--- src/hw/rtl/hlp_pkg.sv ---
// shared types, constants and the sine table of the hough line peaks block
// no dependencies
`timescale 1ns / 1ps

package hlp_pkg;

  localparam int MAX_DIAG    = 724;
  localparam int ANGLE_STEPS = 90;
  localparam int MAX_LINES   = 16;
  localparam int ACC_ROWS    = 2 * MAX_DIAG + 2;
  localparam int ACC_DEPTH   = ACC_ROWS * ANGLE_STEPS;
  localparam int ADDR_W      = $clog2(ACC_DEPTH);
  localparam int ROW_W       = $clog2(ACC_ROWS);
  localparam int K_W         = $clog2(ANGLE_STEPS);
  localparam int CNT_W       = $clog2(MAX_LINES + 1);
  localparam int IDX_W       = $clog2(MAX_LINES);
  localparam int VOTE_W      = 16;
  localparam int DIAG_W      = 10;
  localparam int THETA_W     = 8;

  // register indexes
  localparam logic [1:0] CFG_EDGE_THR = 2'd0;
  localparam logic [1:0] CFG_VOTE_THR = 2'd1;
  localparam logic [1:0] CFG_MAX_LINES = 2'd2;
  localparam logic [1:0] CFG_DIAG_LEN = 2'd3;

  typedef enum logic [2:0] {
    ST_CLEAR,
    ST_IDLE,
    ST_VOTE,
    ST_DRAIN,
    ST_SCAN,
    ST_EMIT
  } state_e;

  typedef struct packed {
    logic              valid;
    logic [ADDR_W-1:0] addr;
  } ram_req_t;

  typedef struct packed {
    logic [DIAG_W-1:0]  rho;
    logic [THETA_W-1:0] theta;
    logic [VOTE_W-1:0]  votes;
  } peak_t;

  typedef struct packed {
    logic  valid;
    peak_t peak;
  } cand_t;

  // round(32768*sin(d)) for even d in 0..90
  localparam logic [15:0] QSIN [46] = '{
    16'd0, 16'd1144, 16'd2286, 16'd3425, 16'd4560, 16'd5690, 16'd6813, 16'd7927,
    16'd9032, 16'd10126, 16'd11207, 16'd12275, 16'd13328, 16'd14365, 16'd15384,
    16'd16384, 16'd17364, 16'd18324, 16'd19261, 16'd20174, 16'd21063, 16'd21926,
    16'd22763, 16'd23571, 16'd24351, 16'd25102, 16'd25822, 16'd26510, 16'd27166,
    16'd27789, 16'd28378, 16'd28932, 16'd29452, 16'd29935, 16'd30382, 16'd30792,
    16'd31164, 16'd31499, 16'd31795, 16'd32052, 16'd32270, 16'd32449, 16'd32588,
    16'd32688, 16'd32748, 16'd32768
  };

endpackage

--- src/hw/rtl/hlp_best.sv ---
// sorted list of the best peaks, one insertion per cycle
// depends on hlp_pkg
`timescale 1ns / 1ps

module hlp_best (
  input  logic                      clk_i,
  input  logic                      rst_ni,
  input  logic                      clear_i,
  input  hlp_pkg::cand_t            cand_i,
  input  logic [hlp_pkg::CNT_W-1:0] limit_i,
  input  logic [hlp_pkg::IDX_W-1:0] rd_idx_i,
  output logic [hlp_pkg::CNT_W-1:0] count_o,
  output hlp_pkg::peak_t            rd_peak_o
);
  import hlp_pkg::*;

  peak_t            ent_q [MAX_LINES];
  logic [CNT_W-1:0] cnt_q;
  logic [MAX_LINES-1:0] ge;
  logic [CNT_W-1:0] pos;
  logic             ins;

  // insertion point: entries that stay ahead (ties keep scan order)
  always_comb begin
    for (int i = 0; i < MAX_LINES; i++) begin
      ge[i] = (CNT_W'(i) < cnt_q) && (ent_q[i].votes >= cand_i.peak.votes);
    end
    pos = CNT_W'($countones(ge));
    ins = cand_i.valid && (pos < limit_i);
  end

  always_ff @(posedge clk_i or negedge rst_ni) begin
    if (!rst_ni) begin
      cnt_q <= '0;
    end else if (clear_i) begin
      cnt_q <= '0;
    end else if (ins && (cnt_q < limit_i)) begin
      cnt_q <= cnt_q + CNT_W'(1);
    end
  end

  always_ff @(posedge clk_i) begin
    if (ins) begin
      for (int i = 0; i < MAX_LINES; i++) begin
        if (CNT_W'(i) == pos) begin
          ent_q[i] <= cand_i.peak;
        end else if (i > 0 && CNT_W'(i) > pos) begin
          ent_q[i] <= ent_q[i-1];
        end
      end
    end
  end

  assign count_o   = cnt_q;
  assign rd_peak_o = ent_q[rd_idx_i];

endmodule

--- config.mk ---
export PLATFORM = sky130hd
export DESIGN_NAME = hlp_best
export DESIGN_NICKNAME = d
export VERILOG_FILES = /design/src/hw/rtl/hlp_pkg.sv /design/src/hw/rtl/hlp_best.sv
export SDC_FILE = /design/constraint.sdc
export NUM_CORES = 1
export LEC_CHECK = 0
export BUFFER_PORTS_ARGS = -buffer_cell sky130_fd_sc_hd__buf_2
export CORE_UTILIZATION = 58
export DETAILED_ROUTE_END_ITERATION = 8
export PLACE_DENSITY = 0.87
export SKIP_CTS_REPAIR_TIMING = 1
export SYNTH_ARGS = -nofsm -noshare
export SYNTH_HDL_FRONTEND = slang
export SYNTH_SLANG_ARGS = --single-unit
--- constraint.sdc ---
create_clock -name clk_i -period 6.8 [get_ports clk_i]
set_input_delay 1.02 -clock clk_i [delete_from_list [all_inputs] [get_ports clk_i]]
set_output_delay 1.02 -clock clk_i [all_outputs]
set_load 0.01 [all_outputs]
==> qor.csv <==
metric;value;unit
vias in the first global route;23400;
area of the multi-input gates;16900;um2
Slew @ Worst Pin;991;ps
asr flop ratio synth;0.00911;
max-cap violation count;0;
Die Wd;241;um
total CTS buffers;57;
largest net degree at the start of global routing;76;
Final Hold Viols;0;
antenna violations before repair;5;
simple-gate share of the synthesized area;0.0400;
Synth Area in Compound Gates;0.0655;
CORE AREA;56300;um2
Sw Share;0.287;
xor/xnor share of the synthesized area;0.000265;
die area;57900;um2
synthesized area;33000;um2
Placer Congestion;0.969;
Final min period;7630;ps
CP required;7190;ps
f_max;0.131;GHz
starting density of the core;0.586;
worst reg2reg startpoint;ent_q[13][0];
Worst-path clk slew;80;ps
Yosys warnings;0;
Met3 Wirelength;14000;um
Initial DRT Pass Iterations;6;
WL final;114000;um
Final WS setup;-833;ps
main combinational cell family by area after synthesis;multiplexers;
crit start category;input pin;
height of the chip;241;um
violated checks;negative setup slack;
Yosys reg bits;549;
cells after synthesis;2248;
sequential power share;0.445;
Leakage Power;0.0168;uW
syn_area_per_cell;14.7;um2
number of synthesized flops with an enable pin;544;
Routed Antenna Nets;0;
Total Routing Usage GR;0.323;
fin util;0.741;
layout cells sized above 1;0.478;
outcome;complete, but fails checks;
Final Setup Violations;1059;
Int Pwr;6950;uW
Layout area overhead;26.3;%
I/O Buffers;85;
first-pass GRT wire length;140000;um
Top Metal Used;met5;
worst r2r dst;ent_q[14][24];
Clock power frac;0.325;
final slew viol count;0;
Final nets;3008;
M1 WL;39000;um
sequential share of the synthesized area;0.499;
Final Skew;20.3;ps
Comb pwr share;0.230;
io pins;86;
Top FF cell, synth;edfxtp_1;
multiplexer share of the synthesized area;0.261;
htree depth;2;
vias per std cell;7.12;
Crit path arrival time;8030;ps
GR Overflow Total;0;
DR WL/cell;32.7;um
Reg2Reg Depth;28;
CP Capture Type;flip-flop;
unrepaired setup endpoints after global routing;yes;
DR DRC count;0;
worst-skew pair later-pin latency;650;ps
CTS Root Cell;clkbuf_16;
flop2flop setup slack;-590;ps
FF/Latch Area;16500;um2
via count;24800;
fill cell count;3000;
Post-DP HPWL;62700;um
clk buf depth;3;
Final Cycle Share;1.12;
power per cell area;234;nW/um2
NetSw;2790;uW
Max Fanout on Critical Path;17;
DR iter-0 viols;3720;
DP Worst Slack;-1560;ps
Sink Count;549;
VDD IR max;0.227;mV
TritonCTS clock tree;yes;
Synth cell types;60;
HP Class;input pin to asynchronous set/reset pin;
adder-cell share of the synthesized area;0.108;
Syn Nets;2574;
met2 routed wirelength;52800;um
Max-slew headroom;0.339;
num rows;87;
crit path kind;input pin to flip-flop;
final cells by class:
class                      count  area share
multi-input combinational   1497       0.405
sequential                   549       0.395
timing repair buffer         512       0.128
clock buffer                  71      0.0360
tap                          756      0.0227
clock inverter                34     0.00717
inverter                      65     0.00657
antenna                        3    0.000180
cell usage in the layout (no fill, tap or decap), drive strengths merged, types with 33 or more instances in the layout:
cell and n:
inv 60, nand4 33, ha 269, a21oi 82, clkbuf 104, buf 479
nand2 166, o21ai 126, a21o 68, mux4 170, mux2 415, edfxtp 544
critical path: stages:
cell	delay (ps)
buf_6	110
buf_8	140
buf_6	140
ha_1	280
nand2b_1	110
a21oi_1	80
o21ai_1	230
o211ai_1	190
a221oi_2	340
o21ai_2	120
fa_1	550
fa_1	450
fa_1	510
inv_2	40
fa_1	490
ha_2	220
fa_2	380
xor2_2	180
ha_1	320
a21o_1	190
a31o_1	200
buf_4	140
nand2_1	110
nand3_2	130
a2111oi_4	370
buf_4	210
buf_4	330
mux2_2	410
flip-flops by register name, indices dropped and copies added, names as in the netlist:
register and count:
ent_q 544, count_o 5
how the worst max path moves through the flow:
stage / end / slack, ps / startpoint / depth (start not counted)
finish: ent_q[14][24] / -830 / cand_i[0] / 28
global route: ent_q[14][29] / -930 / cand_i[0] / 30
CTS: ent_q[9][21] / -1020 / cand_i[0] / 27
detailed placement: ent_q[9][22] / -1560 / cand_i[0] / 26
global placement: ent_q[9][25] / -1470 / cand_i[0] / 27
floorplan: ent_q[0][0] / -930 / cand_i[13] / 26
logic make-up after synthesis:
group                      count (synthesis)
AOI/OAI and AO/OA                        347
xor gates and xnor gates                   1
adders and majority gates                279
buffers and inverters                    202
DFF                                      549
muxes                                    585
and+or+nand+nor                          285
through the flow:
stage	instance area [um2]	setup TNS, ps	hold slack (ps)	total power, uW	std cells
final	41700	-547620	171	9750	3487
after global routing	41700	-680290	175	9950	3486
after detailed placement	36800	-1369420	532	6130	3255
after CTS	38600	-780910	166	9220	3360
after global placement	36800	-1287520	525	6030	3255
after floorplan	33300	-659180	504	5390	2248
synthesized netlist by cell type (all sizes together) (2+ instances only):
| cell | count | area share |
|---|---|---|
| mux4 | 170 | 0.12 |
| nand4 | 33 | 0.0063 |
| or3 | 4 | 0.00076 |
| nand2 | 166 | 0.019 |
| fa | 10 | 0.0061 |
| inv | 65 | 0.0074 |
| a211oi | 26 | 0.0059 |
| edfxtp | 544 | 0.50 |
| or2 | 2 | 0.00038 |
| mux2 | 415 | 0.14 |
| a21o | 68 | 0.015 |
| o31ai | 3 | 0.00083 |
| a21oi | 82 | 0.013 |
| o21ai | 126 | 0.019 |
| nor2b | 12 | 0.0023 |
| a21boi | 2 | 0.00080 |
| nand3 | 13 | 0.0021 |
| and2 | 2 | 0.00038 |
| or4 | 2 | 0.00045 |
| a221o | 3 | 0.00091 |
| clkbuf | 80 | 0.0091 |
| ha | 269 | 0.10 |
| nor2 | 23 | 0.0028 |
| buf | 57 | 0.010 |
| o2111ai | 3 | 0.00080 |
| a31oi | 3 | 0.00057 |
| o211ai | 11 | 0.0025 |
| a221oi | 10 | 0.0027 |
| dfrtp | 5 | 0.0038 |
| a2111oi | 2 | 0.0011 |
| nand2b | 21 | 0.0041 |
| nand4b | 3 | 0.00080 |
| nor3 | 2 | 0.00030 |
power groups by stage:
stage               clock network (uW)  logic, uW  registers [uW]
global route                      3270       2330            4350
finish                            3170       2240            4340
detailed placement                   0       1770            4360
global placement                     0       1690            4340
CTS                               3120       1800            4300
floorplan                            0       1110            4270
routing by layer:
| metal | track usage | up-vias |
|---|---|---|
| met4 | 0.146 | 6 |
| li1 | - | 9837 |
| met1 | 0.419 | 12300 |
| met3 | 0.0607 | 562 |
| met2 | 0.529 | 2130 |
| met5 | 0 | - |
Power figures use the tool's default switching activity.
