## src/hw/rtl/hlp_pkg.sv

```systemverilog
// shared types, constants and the sine table of the hough line peaks block
// no dependencies
`timescale 1ns / 1ps

package hlp_pkg;

  localparam int MAX_DIAG    = 724;
  localparam int ANGLE_STEPS = 90;
  localparam int MAX_LINES   = 16;
  localparam int ACC_ROWS    = 2 * MAX_DIAG + 2;
  localparam int ACC_DEPTH   = ACC_ROWS * ANGLE_STEPS;
  localparam int ADDR_W      = $clog2(ACC_DEPTH);
  localparam int ROW_W       = $clog2(ACC_ROWS);
  localparam int K_W         = $clog2(ANGLE_STEPS);
  localparam int CNT_W       = $clog2(MAX_LINES + 1);
  localparam int IDX_W       = $clog2(MAX_LINES);
  localparam int VOTE_W      = 16;
  localparam int DIAG_W      = 10;
  localparam int THETA_W     = 8;

  // register indexes
  localparam logic [1:0] CFG_EDGE_THR = 2'd0;
  localparam logic [1:0] CFG_VOTE_THR = 2'd1;
  localparam logic [1:0] CFG_MAX_LINES = 2'd2;
  localparam logic [1:0] CFG_DIAG_LEN = 2'd3;

  typedef enum logic [2:0] {
    ST_CLEAR,
    ST_IDLE,
    ST_VOTE,
    ST_DRAIN,
    ST_SCAN,
    ST_EMIT
  } state_e;

  typedef struct packed {
    logic              valid;
    logic [ADDR_W-1:0] addr;
  } ram_req_t;

  typedef struct packed {
    logic [DIAG_W-1:0]  rho;
    logic [THETA_W-1:0] theta;
    logic [VOTE_W-1:0]  votes;
  } peak_t;

  typedef struct packed {
    logic  valid;
    peak_t peak;
  } cand_t;

  // round(32768*sin(d)) for even d in 0..90
  localparam logic [15:0] QSIN [46] = '{
    16'd0, 16'd1144, 16'd2286, 16'd3425, 16'd4560, 16'd5690, 16'd6813, 16'd7927,
    16'd9032, 16'd10126, 16'd11207, 16'd12275, 16'd13328, 16'd14365, 16'd15384,
    16'd16384, 16'd17364, 16'd18324, 16'd19261, 16'd20174, 16'd21063, 16'd21926,
    16'd22763, 16'd23571, 16'd24351, 16'd25102, 16'd25822, 16'd26510, 16'd27166,
    16'd27789, 16'd28378, 16'd28932, 16'd29452, 16'd29935, 16'd30382, 16'd30792,
    16'd31164, 16'd31499, 16'd31795, 16'd32052, 16'd32270, 16'd32449, 16'd32588,
    16'd32688, 16'd32748, 16'd32768
  };

endpackage

```

## src/hw/rtl/hlp_scan.sv

```systemverilog
// peak scan over the accumulator, clears every entry behind the read
// depends on hlp_pkg
`timescale 1ns / 1ps

module hlp_scan (
  input  logic                       clk_i,
  input  logic                       rst_ni,
  input  logic                       start_i,
  input  logic [hlp_pkg::DIAG_W-1:0] diag_i,
  input  logic [hlp_pkg::DIAG_W-1:0] span_i,
  input  logic [hlp_pkg::VOTE_W-1:0] vote_thr_i,
  input  logic [hlp_pkg::VOTE_W-1:0] rdata_i,
  output hlp_pkg::ram_req_t          rd_o,
  output hlp_pkg::ram_req_t          clr_o,
  output hlp_pkg::cand_t             cand_o,
  output logic                       done_o
);
  import hlp_pkg::*;

  localparam int LINE_LEN = 2 * ANGLE_STEPS;

  logic              active_q;
  logic [ROW_W-1:0]  rr_q;
  logic [K_W-1:0]    k_q;
  logic [ADDR_W-1:0] addr_q;
  logic              last_rd;
  logic              p_valid_q, p_last_q;
  logic [ROW_W-1:0]  p_rr_q;
  logic [K_W-1:0]    p_k_q;
  logic [ADDR_W-1:0] p_addr_q;
  logic [VOTE_W-1:0] line_q [LINE_LEN];
  cand_t             cand_q, cand_d;
  logic              done_q;
  logic [VOTE_W-1:0] ctr, blw;

  // the sweep covers every row that may hold votes, so all of them get cleared
  assign last_rd = (rr_q == {span_i, 1'b1}) && (k_q == K_W'(ANGLE_STEPS - 1));

  // read sweep in row order, angle inner
  always_ff @(posedge clk_i or negedge rst_ni) begin
    if (!rst_ni) begin
      active_q  <= 1'b0;
      rr_q      <= '0;
      k_q       <= '0;
      addr_q    <= '0;
      p_valid_q <= 1'b0;
      p_last_q  <= 1'b0;
      cand_q    <= '0;
      done_q    <= 1'b0;
    end else begin
      if (start_i) begin
        active_q <= 1'b1;
        rr_q     <= '0;
        k_q      <= '0;
        addr_q   <= '0;
      end else if (active_q) begin
        addr_q <= addr_q + ADDR_W'(1);
        if (k_q == K_W'(ANGLE_STEPS - 1)) begin
          k_q  <= '0;
          rr_q <= rr_q + ROW_W'(1);
        end else begin
          k_q <= k_q + K_W'(1);
        end
        if (last_rd) begin
          active_q <= 1'b0;
        end
      end
      p_valid_q <= active_q;
      p_last_q  <= active_q && last_rd;
      cand_q    <= cand_d;
      done_q    <= p_valid_q && p_last_q;
    end
  end

  always_ff @(posedge clk_i) begin
    p_rr_q   <= rr_q;
    p_k_q    <= k_q;
    p_addr_q <= addr_q;
  end

  // two rows of history: center cell one row back, lower cell two rows back
  always_ff @(posedge clk_i) begin
    if (p_valid_q) begin
      line_q[0] <= rdata_i;
      for (int i = 1; i < LINE_LEN; i++) begin
        line_q[i] <= line_q[i-1];
      end
    end
  end

  // peak test on the center cell
  always_comb begin
    ctr = line_q[ANGLE_STEPS-1];
    blw = line_q[LINE_LEN-1];
    cand_d.valid = p_valid_q && (p_k_q != '0) &&
                   (p_rr_q > ({1'b0, diag_i} + ROW_W'(1))) &&
                   (p_rr_q <= {diag_i, 1'b1}) &&
                   (ctr > vote_thr_i) && (ctr >= blw) && (ctr >= rdata_i);
    cand_d.peak.rho   = DIAG_W'(p_rr_q - ROW_W'(1) - {1'b0, diag_i});
    cand_d.peak.theta = THETA_W'({p_k_q, 1'b0});
    cand_d.peak.votes = ctr;
  end

  assign rd_o.valid  = active_q;
  assign rd_o.addr   = addr_q;
  assign clr_o.valid = p_valid_q;
  assign clr_o.addr  = p_addr_q;
  assign cand_o      = cand_q;
  assign done_o      = done_q;

endmodule

```

## config.mk

```make
export PLATFORM = sky130hd
export DESIGN_NAME = hlp_scan
export DESIGN_NICKNAME = d
export VERILOG_FILES = /design/src/hw/rtl/hlp_pkg.sv /design/src/hw/rtl/hlp_scan.sv
export SDC_FILE = /design/constraint.sdc
export NUM_CORES = 2
export LEC_CHECK = 0
export BUFFER_PORTS_ARGS = -buffer_cell sky130_fd_sc_hd__buf_2
export CAP_MARGIN = 40
export CORE_MARGIN = 2
export CORE_UTILIZATION = 30
export DETAILED_ROUTE_END_ITERATION = 12
export PLACE_DENSITY = 0.51
export SLEW_MARGIN = 20
export SYNTH_ARGS = -nofsm -noshare
export SYNTH_HDL_FRONTEND = slang
export SYNTH_SLANG_ARGS = --single-unit
```

## constraint.sdc

```tcl
create_clock -name clk_i -period 94.8 [get_ports clk_i]
set_input_delay 9.48 -clock clk_i [delete_from_list [all_inputs] [get_ports clk_i]]
set_output_delay 9.48 -clock clk_i [all_outputs]
set_load 0.1 [all_outputs]
```

==> impl_results.md <==
- Area of the multi-input gates: 2890 µm²
- Worst Setup Start Kind: register
- Final wirelength: 130 mm
- TritonCTS clock tree: yes
- Worst endpoint data arrival time: 2360 ps
- Violation count after the first detailed-route iteration: 2818
- Share of the synthesized area in the top cell type: 0.938
- CTS Hold Bufs: 0
- Reg clk slew, reported paths: 60 ps
- Pre-Repair DR Iteration Count: 5
- Number of buffers and inverters on the critical path: 1
- Initial Util: 0.301
- Final setup viols: 0
- Synth Cell Area: 92200 µm²
- Port buffer count: 125
- CP Data Required Time: 85320 ps
- Leak pwr: 33.9 nW
- Outcome: finished, final reports clean
- CP peak stage delay: 950 ps
- Final worst slack: 82960 ps
- Final Slew Violations: 0
- Leading area contributor after synthesis: edfxtp_1
- Post-synthesis net count: 3578
- WL met1: 63.5 mm
- Vias/cell: 3.93
- Final hold viol count: 0
- Post-DP HPWL: 67.2 mm
- Skew-Pair Late Insertion Delay: 840 ps
- Reg-to-reg startpoint: p_valid_q
- Hold slack: 342 ps
- Crit end category: output pin
- RePlAce Congestion: 0.724
- Global-route wire length before repair: 197 mm
- Cells after synthesis: 3439
- Max Fclk: 84.5 MHz
- Post-placement cell count: 7738
- Fraction of registers with async set/reset: 0.0244
- Vias in the first global route: 32600
- Crit. Startpoint: p_valid_q
- Tot Pwr: 2.64 mW
- Root buf cell: clkbuf_16
- Flops & latches, synth: 2988
- DR WL met2: 56.0 mm
- Max layer used: met4
- GR Util All Layers: 0.0808
- FF/Latch Area: 89000 µm²
- DP Worst Slack: 82760 ps
- Most frequent cells in the layout: edfxtp_1, clkbuf_16, buf_2
- Height of the die: 558 µm
- Final min period: 11840 ps
- Setup bufs post-CTS: 0
- Via count: 32600
- Largest net degree at the start of global routing: 186
- Clock buffer depth: 4
- Ports: 127
- Max Cap Viol: 0
- CP max stage cell: dfrtp_4
- Critical path type: register to output pin
- Flop2flop setup slack: 87900 ps
- Most used DFF post-synth: edfxtp_1
- Post-CTS Resized: 0
- Commonest non-fill, non-tap cell in the layout: edfxtp_1
- Hold path start: p_k_q[6]
- WL/cell: 15.6 µm
- Post-Layout Cell Count: 8309
- CTS buffer count: 312
- Initial antenna violation count: 15
- Synthesized area per cell: 26.8 µm²
- Layout area overhead: 18.3%
- Die width: 558 µm
- Seq/Total Area, Yosys: 0.966
- Layout net count: 4098
- Sequence of cells on the critical path: buf_2
- Max Clock Skew: 59.4 ps
- YS warnings: 0
- Ranking of synthesized cells by area: edfxtp_1, dfrtp_1, ha_1, dfxtp_1, inv_1
- Post-Route Setup TNS: 0 ps
- Grt ovf: 0
- Antenna-violating nets left: 0
- Filler instances: 27800
- # rows: 203
- Worst Max-Slew Pin Slew: 1020 ps
- Met3 Wirelength: 4.75 mm
- Max FO, Critical Path: 60
- Pwr/cell area: 24.2 nW/µm²
- DR DRC count: 0
- H-tree depth: 5
- EDFF count, synth: 2880
- Top delay family on crit path: flip-flops
- Synth cell types: 52
- Rel. slew slack: 0.320
- Max VDD drop: 0.0000189 V
- Die ar.: 312000 µm²
- Sink Count: 2988
- Final Cycle Share: 0.125
- RSZ-0062 raised after global routing: false
- Layout cells sized above 1: 0.156
- Core area: 306000 µm²
- Hold Crit Class: register to register
[worst paths after layout]
kind / to / cells after the start
setup / recovery: clr_o[17] / 1
setup reg to reg: line_q[0][619] / 15
min in group asynchronous: addr_q[4] / 1
max in group asynchronous: cand_o[5] / 2
hold reg to reg: cand_o[23] / 0
hold / removal: cand_o[23] / 0
[area by class of cell]
| class | instances | area share |
|---|---|---|
| inverters | 64 | 0.00220 |
| clock inverters | 168 | 0.0145 |
| flip-flops and latches | 2988 | 0.816 |
| clock buffers | 389 | 0.0764 |
| diodes | 7 | 0.000161 |
| repair buffers | 214 | 0.0170 |
| well taps | 4100 | 0.0470 |
| multi-input cells | 379 | 0.0265 |
[layer usage]
metal | global-route usage | up-vias
li1 | - | 14900
met4 | 0.0405 | 0
met3 | 0.0162 | 324
met1 | 0.120 | 16900
met5 | 0 | -
met2 | 0.113 | 530
[cell usage after synthesis, drive strengths merged, types with 2 or more instances]
library cell	count
a211oi	6
a21o	15
a21oi	24
a221o	3
and2	4
and3	5
and4	2
buf	4
clkbuf	4
dfrtp	73
dfxtp	35
edfxtp	2880
ha	83
inv	64
nand2	30
nand2b	2
nand3	14
nand4	18
nor2	49
nor2b	4
nor3	8
nor4	6
o2111ai	2
o211ai	5
o21a	3
o21ai	19
o41ai	2
or2	2
or3	6
or4	3
xnor2	23
xor2	27
[flip-flops by register name, indices dropped and copies added (netlist names)]
register and cells:
line_q 2880, p_k_q 7, active_q 1, k_q 7, addr_q 17, cand_o 34, p_valid_q 1, p_last_q 1
rr_q 11, p_rr_q 11, done_o 1, p_addr_q 17
[through the flow]
stage          area, µm²  utilization
2_1_floorplan      92200            -
3_3_place_gp       98300        0.322
3_5_place_dp       98900        0.324
4_1_cts           109000        0.356
5_1_grt           109000        0.357
6_report          109000        0.357
[kinds of logic (layout without fill, tap and decap cells)]
| logic type | count (synthesis) | after routing | synth area share |
|---|---|---|---|
| simple gates | 155 | 155 | 0.00840 |
| fa+ha+maj | 84 | 84 | 0.0115 |
| flops | 2988 | 2988 | 0.966 |
| xor+xnor | 50 | 50 | 0.00475 |
| mux | 1 | 1 | 0.000109 |
| buf+inv | 72 | 835 | 0.00305 |
| compound gates | 88 | 88 | 0.00646 |
| other cells | 1 | 8 | 0.0000407 |
[report_power, final]
| group | internal, mW | switching [mW] |
|---|---|---|
| registers | 1.45 | 0.00584 |
| logic | 0.00355 | 0.00997 |
| clock network | 0.687 | 0.485 |
Note: power is estimated with default switching activity, not from simulation.
