<file path="config.mk">
export PLATFORM = sky130hd
export DESIGN_NAME = hlp_vote
export DESIGN_NICKNAME = d
export VERILOG_FILES = /design/src/hw/rtl/hlp_pkg.sv /design/src/hw/rtl/hlp_vote.sv
export SDC_FILE = /design/constraint.sdc
export NUM_CORES = 1
export LEC_CHECK = 0
export BUFFER_PORTS_ARGS = -buffer_cell sky130_fd_sc_hd__clkbuf_2
export CORE_MARGIN = 2
export CORE_UTILIZATION = 55
export CTS_CLUSTER_DIAMETER = 100
export DETAILED_ROUTE_END_ITERATION = 10
export PLACE_DENSITY = 0.68
export SLEW_MARGIN = 20
export SYNTH_ARGS = -nofsm -noshare
export SYNTH_HDL_FRONTEND = slang
export SYNTH_SLANG_ARGS = --single-unit
</file>
<file path="constraint.sdc">
create_clock -name clk_i -period 12 [get_ports clk_i]
set_clock_uncertainty 0.15 [all_clocks]
set_input_delay 1.8 -clock clk_i [delete_from_list [all_inputs] [get_ports clk_i]]
set_output_delay 1.8 -clock clk_i [all_outputs]
set_load 0.02 [all_outputs]
</file>
<file path="src/hw/rtl/hlp_pkg.sv">
// shared types, constants and the sine table of the hough line peaks block
// no dependencies
`timescale 1ns / 1ps

package hlp_pkg;

  localparam int MAX_DIAG    = 724;
  localparam int ANGLE_STEPS = 90;
  localparam int MAX_LINES   = 16;
  localparam int ACC_ROWS    = 2 * MAX_DIAG + 2;
  localparam int ACC_DEPTH   = ACC_ROWS * ANGLE_STEPS;
  localparam int ADDR_W      = $clog2(ACC_DEPTH);
  localparam int ROW_W       = $clog2(ACC_ROWS);
  localparam int K_W         = $clog2(ANGLE_STEPS);
  localparam int CNT_W       = $clog2(MAX_LINES + 1);
  localparam int IDX_W       = $clog2(MAX_LINES);
  localparam int VOTE_W      = 16;
  localparam int DIAG_W      = 10;
  localparam int THETA_W     = 8;

  // register indexes
  localparam logic [1:0] CFG_EDGE_THR = 2'd0;
  localparam logic [1:0] CFG_VOTE_THR = 2'd1;
  localparam logic [1:0] CFG_MAX_LINES = 2'd2;
  localparam logic [1:0] CFG_DIAG_LEN = 2'd3;

  typedef enum logic [2:0] {
    ST_CLEAR,
    ST_IDLE,
    ST_VOTE,
    ST_DRAIN,
    ST_SCAN,
    ST_EMIT
  } state_e;

  typedef struct packed {
    logic              valid;
    logic [ADDR_W-1:0] addr;
  } ram_req_t;

  typedef struct packed {
    logic [DIAG_W-1:0]  rho;
    logic [THETA_W-1:0] theta;
    logic [VOTE_W-1:0]  votes;
  } peak_t;

  typedef struct packed {
    logic  valid;
    peak_t peak;
  } cand_t;

  // round(32768*sin(d)) for even d in 0..90
  localparam logic [15:0] QSIN [46] = '{
    16'd0, 16'd1144, 16'd2286, 16'd3425, 16'd4560, 16'd5690, 16'd6813, 16'd7927,
    16'd9032, 16'd10126, 16'd11207, 16'd12275, 16'd13328, 16'd14365, 16'd15384,
    16'd16384, 16'd17364, 16'd18324, 16'd19261, 16'd20174, 16'd21063, 16'd21926,
    16'd22763, 16'd23571, 16'd24351, 16'd25102, 16'd25822, 16'd26510, 16'd27166,
    16'd27789, 16'd28378, 16'd28932, 16'd29452, 16'd29935, 16'd30382, 16'd30792,
    16'd31164, 16'd31499, 16'd31795, 16'd32052, 16'd32270, 16'd32449, 16'd32588,
    16'd32688, 16'd32748, 16'd32768
  };

endpackage

</file>
<file path="src/hw/rtl/hlp_vote.sv">
// vote address generator: one accumulator address per angle step
// depends on hlp_pkg
`timescale 1ns / 1ps

module hlp_vote (
  input  logic                      clk_i,
  input  logic                      rst_ni,
  input  logic                      start_i,
  input  logic [8:0]                row_i,
  input  logic [8:0]                col_i,
  input  logic [hlp_pkg::DIAG_W-1:0] diag_i,
  output logic                      busy_o,
  output hlp_pkg::ram_req_t         req_o
);
  import hlp_pkg::*;

  logic              active_q, active_d;
  logic [K_W-1:0]    k_q, k_d;
  logic [8:0]        row_q, col_q;
  logic [DIAG_W-1:0] diag_q;
  logic              v1_q;
  logic [K_W-1:0]    k1_q;
  logic signed [26:0] s_q, s_d;
  ram_req_t          req_q, req_d;

  logic [5:0]  sidx, cidx;
  logic        cneg;
  logic [24:0] ps, pc;
  logic [26:0] mag;
  logic [ROW_W-1:0] m;
  logic signed [12:0] rs;

  // angle step counter
  always_comb begin
    active_d = active_q;
    k_d      = k_q;
    if (start_i) begin
      active_d = 1'b1;
      k_d      = '0;
    end else if (active_q) begin
      if (k_q == K_W'(ANGLE_STEPS - 1)) begin
        active_d = 1'b0;
      end
      k_d = k_q + K_W'(1);
    end
  end

  // sin and cos by quarter-wave symmetry, then row*sin + col*cos
  always_comb begin
    sidx = (k_q <= K_W'(45)) ? 6'(k_q) : 6'(K_W'(ANGLE_STEPS) - k_q);
    cneg = (k_q > K_W'(45));
    cidx = cneg ? 6'(k_q - K_W'(45)) : 6'(K_W'(45) - k_q);
    ps   = 25'(row_q) * 25'(QSIN[sidx]);
    pc   = 25'(col_q) * 25'(QSIN[cidx]);
    s_d  = cneg ? $signed({2'b0, ps}) - $signed({2'b0, pc})
                : $signed({2'b0, ps}) + $signed({2'b0, pc});
  end

  // truncate toward zero, offset, range check and address
  always_comb begin
    mag = s_q[26] ? 27'(-s_q) : 27'(s_q);
    m   = mag[15+ROW_W-1:15];
    rs  = s_q[26] ? $signed({3'b0, diag_q}) - $signed({2'b0, m})
                  : $signed({3'b0, diag_q}) + $signed({2'b0, m});
    req_d.valid = v1_q && !rs[12] && (rs <= $signed({2'b0, diag_q, 1'b1}));
    req_d.addr  = ADDR_W'(rs[ROW_W-1:0]) * ADDR_W'(ANGLE_STEPS) + ADDR_W'(k1_q);
  end

  always_ff @(posedge clk_i or negedge rst_ni) begin
    if (!rst_ni) begin
      active_q <= 1'b0;
      k_q      <= '0;
      v1_q     <= 1'b0;
      req_q    <= '0;
    end else begin
      active_q <= active_d;
      k_q      <= k_d;
      v1_q     <= active_q;
      req_q    <= req_d;
    end
  end

  // payload registers
  always_ff @(posedge clk_i) begin
    if (start_i) begin
      row_q  <= row_i;
      col_q  <= col_i;
      diag_q <= diag_i;
    end
    k1_q <= k_q;
    s_q  <= s_d;
  end

  assign busy_o = active_q;
  assign req_o  = req_q;

endmodule

</file>
==> results of run 1 <==
[cell families (layout without fill, tap and decap cells)]
family          count (synthesis)  in the layout
simple gates                  704            704
buf+inv                       469            459
compound gates                468            468
fa+ha+maj                     446            446
xor+xnor                      121            121
flops                          89             89
mux                            10             10
[worst max-delay path: cells and delay by family, from the launching register on]
kind                     cells  cell delay, ps
adder cells (fa/ha/maj)      9            3820
flip-flops                   1             500
buffers and inverters        5             600
XOR/XNOR                     1             140
multiplexers                 1             280
AND/OR/NAND/NOR              6            1330
AO/OA/AOI/OAI               17            4160
[metal layers]
| metal | vias up | track usage (%) | share of wire [%] | wire length (um) |
|---|---|---|---|---|
| met5 | - | 0 | 0 | 0 |
| met4 | 0 | 9.51 | 3.1 | 1550 |
| met3 | 108 | 3.76 | 6.7 | 3370 |
| met2 | 653 | 47.4 | 47 | 23600 |
| met1 | 7949 | 38.2 | 43 | 21500 |
| li1 | 7627 | - | - | - |
[sequential cells by signal, summed over array words and instances (netlist names)]
signal / flops
row_q: 9
v1_q: 1
k1_q: 7
k_q: 7
col_q: 9
s_q: 27
req_o: 18
busy_o: 1
diag_q: 10
[area by class of cell]
cell class	instances	area [um^2]	share of cell area, %
clock buffers	10	229	1.15
clock inverters	6	48.8	0.245
inverters	376	1410	7.09
multi-input cells	1749	15100	75.7
flip-flops and latches	89	2200	11.0
well taps	455	569	2.86
repair buffers	67	380	1.91
[per-stage QoR]
step,cells,cell area (um^2)
floorplan,2307,19000
global placement,2736,19600
detailed placement,2736,19600
CTS,2752,19900
global route,2752,19900
finish,2752,19900
[placed cells by master (no fill, tap or decap), drive strengths merged, types with 8 or more instances in the layout]
cell type	count
nor4	12
inv	378
clkbuf	58
dfxtp	34
o21a	14
a221oi	10
and2	113
o22ai	11
nand2b	20
fa	219
a31oi	18
dfrtp	27
o21bai	21
o311ai	10
a21o	36
nand2	236
edfxtp	28
nor3	50
o31ai	16
mux2i	8
nor2	137
nor2b	28
or3	11
o21ai	93
a211oi	33
o211ai	20
a21oi	116
xor2	40
xnor2	80
buf	19
ha	227
nand4	15
nand3	37
and3	18
[worst max path at each step]
stage / start / end / slack, ps / depth (start not counted)
2_1_floorplan: k_q[1] / s_q[24] / 2320 / 44
3_3_place_gp: k_q[1] / s_q[25] / 1330 / 38
3_5_place_dp: k_q[1] / s_q[23] / 1120 / 39
4_1_cts: k_q[1] / s_q[23] / 1050 / 39
5_1_grt: k_q[1] / s_q[25] / 120 / 42
6_report: k_q[1] / s_q[23] / 900 / 39
==> flow_metrics.tcl, run 1 <==
set metrics [dict create \
    setup_viol 0 \
    num_rows 68 \
    ys_types 95 \
    status "complete, no violations" \
    hold_path.class "reg -> reg" \
    via_per_inst 5.94 \
    grt_overflow 0 \
    rrSetupSlack_ps 900 \
    drt_iter0_drc 1516 \
    worst_r2r_path_depth 39 \
    drc 0 \
    dr.pass1.iters 7 \
    via_count 16300 \
    synth_common_cells "inv_1 (371), nand2_1 (236), ha_1 (227)" \
    ys_seq_area_share_pct 11.5 \
    final.setup.tns_ps 0 \
    grt_pass1_wl_mm 81.7 \
    fillers 3166 \
    wire_per_inst_um 18.2 \
    critPathMaxFanout 17 \
    root_buffer "clkbuf_16" \
    fp.coreArea_um2 34300 \
    grt_setup_unrepaired "no" \
    fp.dieW_um 190 \
    synth_cells 2307 \
    cts_tree "done" \
    totalWireLength_mm 50.1 \
    synth_edf_count 28 \
    setup_slack_ps 904 \
    synth_fp_nets 2784 \
    ys_seq_elements 89 \
    final.min_clock_period_ps 11100 \
    grt_max_degree 43 \
    slowest_stage "a311oi_2" \
    die_h_um 190 \
    place_congestion 0.926 \
    clk_latency_ps 380 \
    cts_resized 0 \
    n_antenna_cell 0 \
    finalMaxSlewViolations 0 \
    grt_usage_pct 28.4 \
    clk_pin_slew_ps 80 \
    yosys.area.top_type "fa_1" \
    synthMuxAreaShare_pct 0.539 \
    synthFlopType "dfxtp_1" \
    final_core_util_pct 58.0 \
    cts_max_path_buffers 2 \
    synth-xor-area-share_pct 5.76 \
    slowest_delay_ps 800 \
    area_growth_pct 4.49 \
    antenna_left 0 \
    hold_slack_ps 187 \
    cts-buffers-inserted 9 \
    r2r_start "k_q[1]" \
    cp.arrival_ps 11260 \
    yosys.area.top_type_share_pct 23.0 \
    worstHoldStart "k1_q[0]" \
    grt_pass1_vias 15900 \
    yosysMostFrequentCell "inv_1" \
    avgSynthCellArea_um2 8.25 \
    htreeDepth 3 \
    whs_endpoint "req_o[0]" \
    synth-simple-area-share_pct 18.0 \
    fmax_mhz 90.1 \
    r2r_end "s_q[23]" \
    place_ws_ps 1120 \
    postCtsSetupRepairBufs 0 \
    drive_gt1_share_pct 5.70 \
    critPathKind "reg -> reg" \
    slew_headroom_pct 28.9 \
    synthArstFlopShare_pct 30.3 \
    synth_adder_area_share_pct 37.9 \
    postCtsHoldBufs 0 \
    dp_hpwl_mm 40.0 \
    start_util_pct 55.5 \
    setup.worst_path.end_class "flop" \
    io_buffer_count 49 \
    die-area_um2 36100 \
    ioPinCount 50 \
    cap_violations 0 \
    antenna_found_initial 0 \
    synthesis.area_um2 19000 \
    synth_top_family_by_area "adder cells" \
    ys_top_cells_by_area "fa_1 (23%), ha_1 (15%), inv_1 (7.3%)" \
    period_share_pct 92.5 \
    crit_required_ps 12170 \
    whs_path_depth 0 \
    worst_pin_slew_ps 1070 \
    cts_sinks 89 \
    synth_compound_area_share_pct 16.8 \
    synth_warnings 0 \
    fin_nets 2769 \
    finalHoldViolCount 0 \
    start_kind "flop" \
]
Power of run 1 is not shown: default switching activity piles up to over one toggle a cycle in this logic, so the estimate is an artifact.
==> inputs of run 2 (changes only) <==
==> constraint.sdc (replaced) <==
create_clock -name clk_i -period 12.9 [get_ports clk_i]
set_clock_uncertainty 0.15 [all_clocks]
set_input_delay 1.935 -clock clk_i [delete_from_list [all_inputs] [get_ports clk_i]]
set_output_delay 1.935 -clock clk_i [all_outputs]
set_load 0.02 [all_outputs]
==> flow_metrics.tcl, run 2 (synthesized netlist as in run 1, its figures left out) <==
set metrics [dict create \
    status "complete, no violations" \
    grt_max_degree 40 \
    dr.pass1.iters 6 \
    clk_latency_ps 390 \
    die_h_um 190 \
    finalHoldViolCount 0 \
    setup.worst_path.end_class "flop" \
    totalWireLength_mm 51.7 \
    cts_max_path_buffers 2 \
    start_kind "flop" \
    fmax_mhz 89.9 \
    num_rows 68 \
    final.setup.tns_ps 0 \
    worst_pin_slew_ps 1100 \
    postCtsHoldBufs 0 \
    r2r_start "k_q[1]" \
    largest_reg_flops 27 \
    root_buffer "clkbuf_16" \
    die-area_um2 36100 \
    finalMaxSlewViolations 0 \
    largest-register "s_q" \
    antenna_found_initial 0 \
    final_cell_mix "inv_1 (371), nand2_1 (236), ha_1 (227)" \
    ioPinCount 50 \
    worstHoldStart "k1_q[0]" \
    antenna_left 0 \
    crit_required_ps 13030 \
    dp_hpwl_mm 41.4 \
    critPathKind "reg -> reg" \
    slowest_delay_ps 580 \
    setup_viol 0 \
    critPathMaxFanout 17 \
    fp.dieW_um 190 \
    wire_per_inst_um 18.8 \
    io_buffer_count 49 \
    slowest_stage "fa_1" \
    grt_overflow 0 \
    cp-startpoint "k_q[1]" \
    grt_usage_pct 29.4 \
    cts_tree "done" \
    cts_sinks 89 \
    postCtsSetupRepairBufs 0 \
    fillers 3143 \
    grt_setup_unrepaired "no" \
    grt_pass1_wl_mm 84.3 \
    grt_pass1_vias 16200 \
    n_antenna_cell 0 \
    fp.coreArea_um2 34300 \
    cp_num_buf_inv 5 \
    via_count 16300 \
    slew_headroom_pct 26.1 \
    final.min_clock_period_ps 11130 \
    htreeDepth 3 \
    cap_violations 0 \
    start_util_pct 55.5 \
    cp.arrival_ps 11260 \
    cts-buffers-inserted 9 \
    mostFrequentLayoutCell "inv_1" \
    drive_gt1_share_pct 5.66 \
    drc 0 \
    drt_iter0_drc 1571 \
    fin_nets 2767 \
    via_per_inst 5.92 \
    hold_path.class "reg -> reg" \
    cts_resized 0 \
    place_congestion 0.956 \
    period_share_pct 86.3 \
    area_growth_pct 4.41 \
    clk_pin_slew_ps 90 \
    path_delay_family "adder cells" \
]
run 2: worst paths after layout:
check | to | slack, ps | depth (start not counted)
max | s_q[24] | 1770 | 39
min | req_o[0] | 180 | 0
max reg2reg | s_q[24] | 1770 | 39
min reg2reg | req_o[0] | 180 | 0
max in group asynchronous | v1_q | 10620 | 1
min in group asynchronous | req_o[5] | 1460 | 1
run 2: layer usage:
| metal | GRT usage (%) | vias up | part of all wire (%) |
|---|---|---|---|
| li1 | - | 7632 | - |
| met1 | 39.6 | 7813 | 43 |
| met5 | 0 | - | 0 |
| met3 | 3.87 | 126 | 7.2 |
| met4 | 11.9 | 0 | 4.0 |
| met2 | 48.0 | 698 | 46 |
run 2: worst register-to-register path, delay by kind of cell, from the launching register on:
kind | cells | cell delay (ps)
simple gates | 12 | 2230
flops | 1 | 540
compound gates | 13 | 3590
buf+inv | 5 | 700
xor+xnor | 1 | 130
fa+ha+maj | 8 | 3680
run 2: area by class of cell:
class                   instances  area [um^2]  share of cell area [%]
flip-flops and latches         89         2200                    11.1
clock buffers                   9          225                    1.13
well taps                     455          569                    2.86
repair buffers                 65          365                    1.84
clock inverters                 7         51.3                   0.258
inverters                     376         1410                    7.10
multi-input cells            1749        15100                    75.8
run 2: stage by stage:
stage | hold slack, ps | instances | worst slack, ps | util [%] | area, um^2
2_1_floorplan | 166 | 2307 | 3220 | - | 19000
3_3_place_gp | 172 | 2734 | 2300 | 57.2 | 19600
3_5_place_dp | 176 | 2734 | 1970 | 57.2 | 19600
4_1_cts | 183 | 2750 | 1930 | 58.0 | 19900
5_1_grt | 193 | 2750 | 875 | 58.0 | 19900
6_report | 182 | 2750 | 1770 | 58.0 | 19900
Power of run 2 is left out for the same reason.
